**src/hdl/e2q_pkg.sv**
```systemverilog
// ============================================================================
// e2q_pkg: shared constants and types for the Euler-to-quaternion converter
// Holds the CORDIC angle table, gain and output format constants.
// ============================================================================
package e2q_pkg;

    localparam int CORDIC_STEPS  = 16;
    localparam int OUT_FRAC_BITS = 14;
    localparam int ANGLE_LIMIT   = 25736;
    localparam int CW            = 34;   // CORDIC datapath width, Q.30 plus headroom
    localparam int OSH           = 30 - OUT_FRAC_BITS;

    localparam logic signed [CW-1:0] GAIN_Q30 = 34'sd652032874;

    typedef logic signed [CW-1:0] t_q30;

    function automatic t_q30 atan_q30(input int idx);
        t_q30 v;
        unique case (idx)
            0:  v = 34'sd843314857;
            1:  v = 34'sd497837829;
            2:  v = 34'sd263043837;
            3:  v = 34'sd133525159;
            4:  v = 34'sd67021687;
            5:  v = 34'sd33543516;
            6:  v = 34'sd16775851;
            7:  v = 34'sd8388437;
            8:  v = 34'sd4194283;
            9:  v = 34'sd2097149;
            10: v = 34'sd1048576;
            11: v = 34'sd524288;
            12: v = 34'sd262144;
            13: v = 34'sd131072;
            14: v = 34'sd65536;
            15: v = 34'sd32768;
            16: v = 34'sd16384;
            17: v = 34'sd8192;
            18: v = 34'sd4096;
            19: v = 34'sd2048;
            20: v = 34'sd1024;
            21: v = 34'sd512;
            22: v = 34'sd256;
            default: v = 34'sd128;
        endcase
        return v;
    endfunction

    // Q.30 product with round half up (add 2^29, floor shift by 30).
    function automatic t_q30 mul_q30(input t_q30 a, input t_q30 b);
        logic signed [2*CW-1:0] p;
        p = a * b + (68'sd1 <<< 29);
        return t_q30'(p >>> 30);
    endfunction

endpackage

```
**src/hdl/e2q_cordic.sv**
```systemverilog
// ============================================================================
// e2q_cordic: pipelined CORDIC lane
// One rotation stage per register; gives sine and cosine of half an angle.
// ============================================================================
module e2q_cordic
    import e2q_pkg::*;
(
    input  logic               i_clk,
    input  logic               i_en,
    input  logic signed [15:0] i_angle,
    output t_q30               o_sin,
    output t_q30               o_cos
);

    t_q30 r_x [0:CORDIC_STEPS];
    t_q30 r_y [0:CORDIC_STEPS];
    t_q30 r_z [0:CORDIC_STEPS];
    logic signed [15:0] w_clamped;

    always_comb begin
        if (i_angle > 16'sd25736) begin
            w_clamped = 16'sd25736;
        end else if (i_angle < -16'sd25736) begin
            w_clamped = -16'sd25736;
        end else begin
            w_clamped = i_angle;
        end
    end

    always_ff @(posedge i_clk) begin
        if (i_en) begin
            r_x[0] <= GAIN_Q30;
            r_y[0] <= '0;
            r_z[0] <= t_q30'(w_clamped) <<< 16;
        end
    end

    for (genvar g = 0; g < CORDIC_STEPS; g++) begin : g_stage
        always_ff @(posedge i_clk) begin
            if (i_en) begin
                if (!r_z[g][CW-1]) begin
                    r_x[g+1] <= r_x[g] - (r_y[g] >>> g);
                    r_y[g+1] <= r_y[g] + (r_x[g] >>> g);
                    r_z[g+1] <= r_z[g] - atan_q30(g);
                end else begin
                    r_x[g+1] <= r_x[g] + (r_y[g] >>> g);
                    r_y[g+1] <= r_y[g] - (r_x[g] >>> g);
                    r_z[g+1] <= r_z[g] + atan_q30(g);
                end
            end
        end
    end

    assign o_sin = r_y[CORDIC_STEPS];
    assign o_cos = r_x[CORDIC_STEPS];

endmodule

```
**config.mk**
```make
export PLATFORM = sky130hd
export DESIGN_NAME = e2q_cordic
export DESIGN_NICKNAME = d
export VERILOG_FILES = /design/src/hdl/e2q_pkg.sv /design/src/hdl/e2q_cordic.sv
export SDC_FILE = /design/constraint.sdc
export NUM_CORES = 2
export LEC_CHECK = 0
export BUFFER_PORTS_ARGS = -buffer_cell sky130_fd_sc_hd__buf_2
export CAP_MARGIN = 20
export CORE_MARGIN = 4
export CORE_UTILIZATION = 35
export CTS_CLUSTER_DIAMETER = 40
export CTS_CLUSTER_SIZE = 12
export DETAILED_ROUTE_END_ITERATION = 10
export PLACE_DENSITY = 0.47
export SLEW_MARGIN = 30
export SYNTH_ARGS = -nofsm -noshare
export SYNTH_HDL_FRONTEND = slang
export SYNTH_SLANG_ARGS = --single-unit
```
**constraint.sdc**
```tcl
create_clock -name i_clk -period 9.05 [get_ports i_clk]
set_input_delay 1.3575 -clock i_clk [delete_from_list [all_inputs] [get_ports i_clk]]
set_output_delay 1.3575 -clock i_clk [all_outputs]
set_load 0.1 [all_outputs]
```
Word level (Yosys, flattened, before mapping)
Memory sizes are Yosys's and may differ from the RTL's. Index checks and enable logic that the tools add are counted.

Bits in writable memories: 1734. Memory bits (read-only): 0. Flip-flop bits (word level): 0. Memories: 3. Bits in latches: 0. Input port bits: 18.

Multiplexer cells: 148. Equality and inequality tests: 0. $mul: 0. Reduce and logical (&&, ||, !) cells: 0. Div/mod/pow operators: 0. $lt $le $gt $ge: 2. Add/subtract/negate cells: 95. Bitwise gates (word level): 48. Shift-type cells: 0.

Memory list: r_x (depth 17, bits a word 34, rd ports 17, clocked after memory_dff 0, write ports 17, RTL line e2q_cordic.sv:15) `t_q30 r_x [0:CORDIC_STEPS];`; r_y (depth 17, bits a word 34, rd ports 17, clocked after memory_dff 0, write ports 17, RTL line e2q_cordic.sv:16) `t_q30 r_y [0:CORDIC_STEPS];`; r_z (depth 17, bits a word 34, rd ports 16, clocked after memory_dff 0, write ports 17, RTL line e2q_cordic.sv:17) `t_q30 r_z [0:CORDIC_STEPS];`.

Operators with widths (count): 34-bit 2-to-1 mux (48); 1-bit 2-to-1 mux (98); 34-bit by 19-bit adder with 34-bit output (2); 34-bit by 20-bit adder with 34-bit output (2); 34-bit by 21-bit adder with 34-bit output (2); 34-bit by 22-bit adder with 34-bit output (2); 34-bit by 22-bit adder with 34-bit output (second input constant) (2); 34-bit by 23-bit adder with 34-bit output (2); 34-bit by 24-bit adder with 34-bit output (2); 34-bit by 25-bit adder with 34-bit output (2); 34-bit by 26-bit adder with 34-bit output (2); 34-bit by 27-bit adder with 34-bit output (2); 34-bit by 28-bit adder with 34-bit output (2); 34-bit by 29-bit adder with 34-bit output (2); 34-bit by 30-bit adder with 34-bit output (2); 34-bit by 31-bit adder with 34-bit output (2); 34-bit by 32-bit adder with 34-bit output (2); 34-bit by 33-bit adder with 34-bit output (2); 34-bit by 19-bit subtractor with 34-bit output (2); 34-bit by 20-bit subtractor with 34-bit output (2); 34-bit by 21-bit subtractor with 34-bit output (2); 34-bit by 22-bit subtractor with 34-bit output (2); 34-bit by 22-bit subtractor with 34-bit output (second input constant) (2); 34-bit by 23-bit subtractor with 34-bit output (2); other kinds (44) (103).

Longest topological paths before layout
Depth after elaboration: 4. Mapped depth: 21. Mapped depth without buffers: 21.

Least setup slack after synthesis
Ideal clock, no wire load.

Kind: input -> register. From: input port i_en. To: memory r_x[14][29] in the netlist's numbering (data pin). Arrival: 5521 ps. Stages: 19. Library setup time: 261 ps. Slack: 3268 ps. Cells stage by stage: buf_2 -> and2_1 -> clkbuf_1 -> inv_1 -> clkbuf_1 -> buf_1 -> nand2_1 -> xnor2_1 -> ha_1 -> a21o_1 -> a21o_1 -> a2111oi_0 -> or3_1 -> o211ai_1 -> nand4bb_1 -> a2111oi_0 -> o311a_1 -> or2_2 -> a311o_1.

RTL lines: start, declared (RTL line e2q_cordic.sv:9) `input logic i_en,`; end, declared (RTL line e2q_cordic.sv:15).

==> impl_results.md <==
* Synth cell types at 95
* Post-CTS setup buffers at 0
* Post-CTS Resized at 0
* Setup TNS at 0 ns
* Highest routed metal layer: met5
* Final worst slack at 2.46 ns
* Most frequent cells in the layout: edfxtp_1, ha_1, a21oi_1, xnor2_1, nor2_1
* Crit-path max FO at 69
* Port bufs at 85
* Wire per inst at 19.9 microns
* Die X at 587 microns
* Synthesized Nets at 13613
* Drt first pass iters at 6
* Commonest non-fill, non-tap cell in the layout: edfxtp_1
* First-pass GRT wire length at 529 mm
* Clock Latency Late Sink at 0.89 ns
* Final hold violation count at 0
* Layout Nets at 13857
* Setup violations, final at 0
* Gate Count Post-Synth at 12238
* Num CTS Buffers at 287
* GRT Total Usage at 19.0%
* Fill count at 32654
* Worst Tran Pin Value at 0.983 ns
* WP data required at 9.62 ns
* Final Skew at 0.0696 ns
* Total Wirelength at 341 mm
* Layout cells sized above 1 at 6.33%
* Initial antenna violation count at 15
* Crit end category: flop
* Relative slew slack at 33.9%
* Total of warnings raised by yosys at 0
* Gr ovfl total at 0
* H-tree Lvls at 5
* Register Area at 41500 sq um
* Largest net degree at the start of global routing at 147
* M1 WL at 162 mm
* Pins Over Slew Limit at 0
* Initial core utilization at 35.2%
* Met3 WL at 13.7 mm
* Crit Path Class: input pin to flop
* Post-Syn Area at 117000 sq um
* Hold Path Class: flop to flop
* Via density at 5.47
* Die ar. at 345000 sq um
* Routability congestion estimate at 0.886
* Async S/R FF share, synth at 0%
* Worst hold slack at 0.406 ns
* Outcome: complete, no violations
* FF+latch count, synth at 1383
* Post-synth EDFFs at 1383
* Area delta synth->final at 13.4%
* Place WS at 1.66 ns
* Max-cap violations at 0
* Fin crit share at 72.8%
* # hold bufs at CTS at 0
* Multi-input gate area at 73100 sq um
* Vias in the first global route at 90479
* Die Height at 587 microns
* Post-route cell area at 133000 sq um
* Drt drc at 0
* Clock Path Buffers at 4
* Register area share after synthesis at 35.4%
* CTS clk-pin slew, worst paths at 0.05 ns
* I/O pin cnt at 86
* Row Count at 212
* CORE AREA at 334000 sq um
* Syn_area_per_cell at 9.59 sq um
* Clock Sinks at 1383
* Hpwl dp at 271 mm
* Startpoint types: input pin
* Post-DP Area at 123000 sq um
* Number of nets with antenna violations after routing at 0
* RSZ-0062 raised after global routing: false
* CTS tree: yes
* Min Tclk post-route at 6.59 ns
* Highest clock rate at 152 MHz
* Starting DRT DRC Count at 6132
* Arr. time, crit path at 7.16 ns
* Via count at 93531
* Met2 WL at 157 mm
* CTS Root Cell: clkbuf_16
* Top_reg_cell synth: edfxtp_1
## worst max-delay path, stage by stage
cell       delay, ns
buf_12          0.31
buf_4           0.62
nand2_1         0.34
buf_4           0.30
clkinv_1        0.08
buf_4           0.51
nor2_1          0.14
xor2_1          0.17
ha_1            0.23
a2111o_1        0.41
a2111oi_0       0.37
nor3_1          0.23
a21o_1          0.28
a221o_1         0.44
a2111oi_1       0.63
or3_1           0.25
a21oi_1         0.06
nand3b_1        0.15
## per-stage QoR
step / instances / util [%]
5_1_grt: 17108 / 39.9
6_report: 17109 / 39.9
3_5_place_dp: 16580 / 36.9
4_1_cts: 17106 / 39.9
2_1_floorplan: 12238 / -
3_3_place_gp: 16580 / 36.9
## metal layers
layer | up-vias | GRT usage (%)
met5 | - | 0
met4 | 2 | 4.83
met3 | 418 | 1.96
met2 | 1928 | 31.6
met1 | 44958 | 26.4
li1 | 46225 | -
## cell type report
cell class	instances	share of cell area, %
repair buffers	153	0.736
flip-flops and latches	1383	31.2
clock inverters	208	1.94
multi-input cells	10124	55.0
inverters	533	1.50
well taps	4387	4.12
clock buffers	318	5.53
diodes	3	0.00564
## kinds of logic (layout without fill, tap and decap cells)
family | after synthesis | after routing | synth area share, %
flops | 1383 | 1383 | 35.4
other cells | 0 | 3 | 0
compound gates | 3673 | 3673 | 20.2
xor+xnor | 1735 | 1735 | 12.9
simple gates | 3254 | 3254 | 13.5
mux | 105 | 105 | 0.936
fa+ha+maj | 1357 | 1357 | 14.7
buf+inv | 731 | 1212 | 2.34
## sequential cells by signal, indices dropped and copies added (netlist names)
register	cells
r_x	484
r_y	511
r_z	388
## synthesized netlist by cell type (163+ instances only)
library cell | number | area share (%)
a21o_1 | 555 | 3.5
a21oi_1 | 1171 | 5.0
edfxtp_1 | 1383 | 35
ha_1 | 1316 | 14
inv_1 | 528 | 1.7
nand2_1 | 659 | 2.1
nand2b_1 | 199 | 1.1
nand3_1 | 211 | 0.90
nor2_1 | 1000 | 3.2
nor3_1 | 360 | 1.5
o21a_1 | 183 | 1.2
o21ai_0 | 640 | 2.7
o21bai_1 | 163 | 1.0
xnor2_1 | 1146 | 8.6
xor2_1 | 589 | 4.4
## path summary, 6_finish.rpt
path | to | slack [ns] | startpoint | depth (start not counted)
min | r_z[13][16] | 0.41 | r_z[12][16] | 0
max | r_x[6][33] | 2.46 | i_en | 18
max reg2reg | r_x[14][31] | 3.12 | r_z[13][33] | 17
min reg2reg | r_z[13][16] | 0.41 | r_z[12][16] | 0
Power is left out: the tool's default activity adds up to more than one toggle a clock period on the data nets, which glitch-free logic cannot reach.
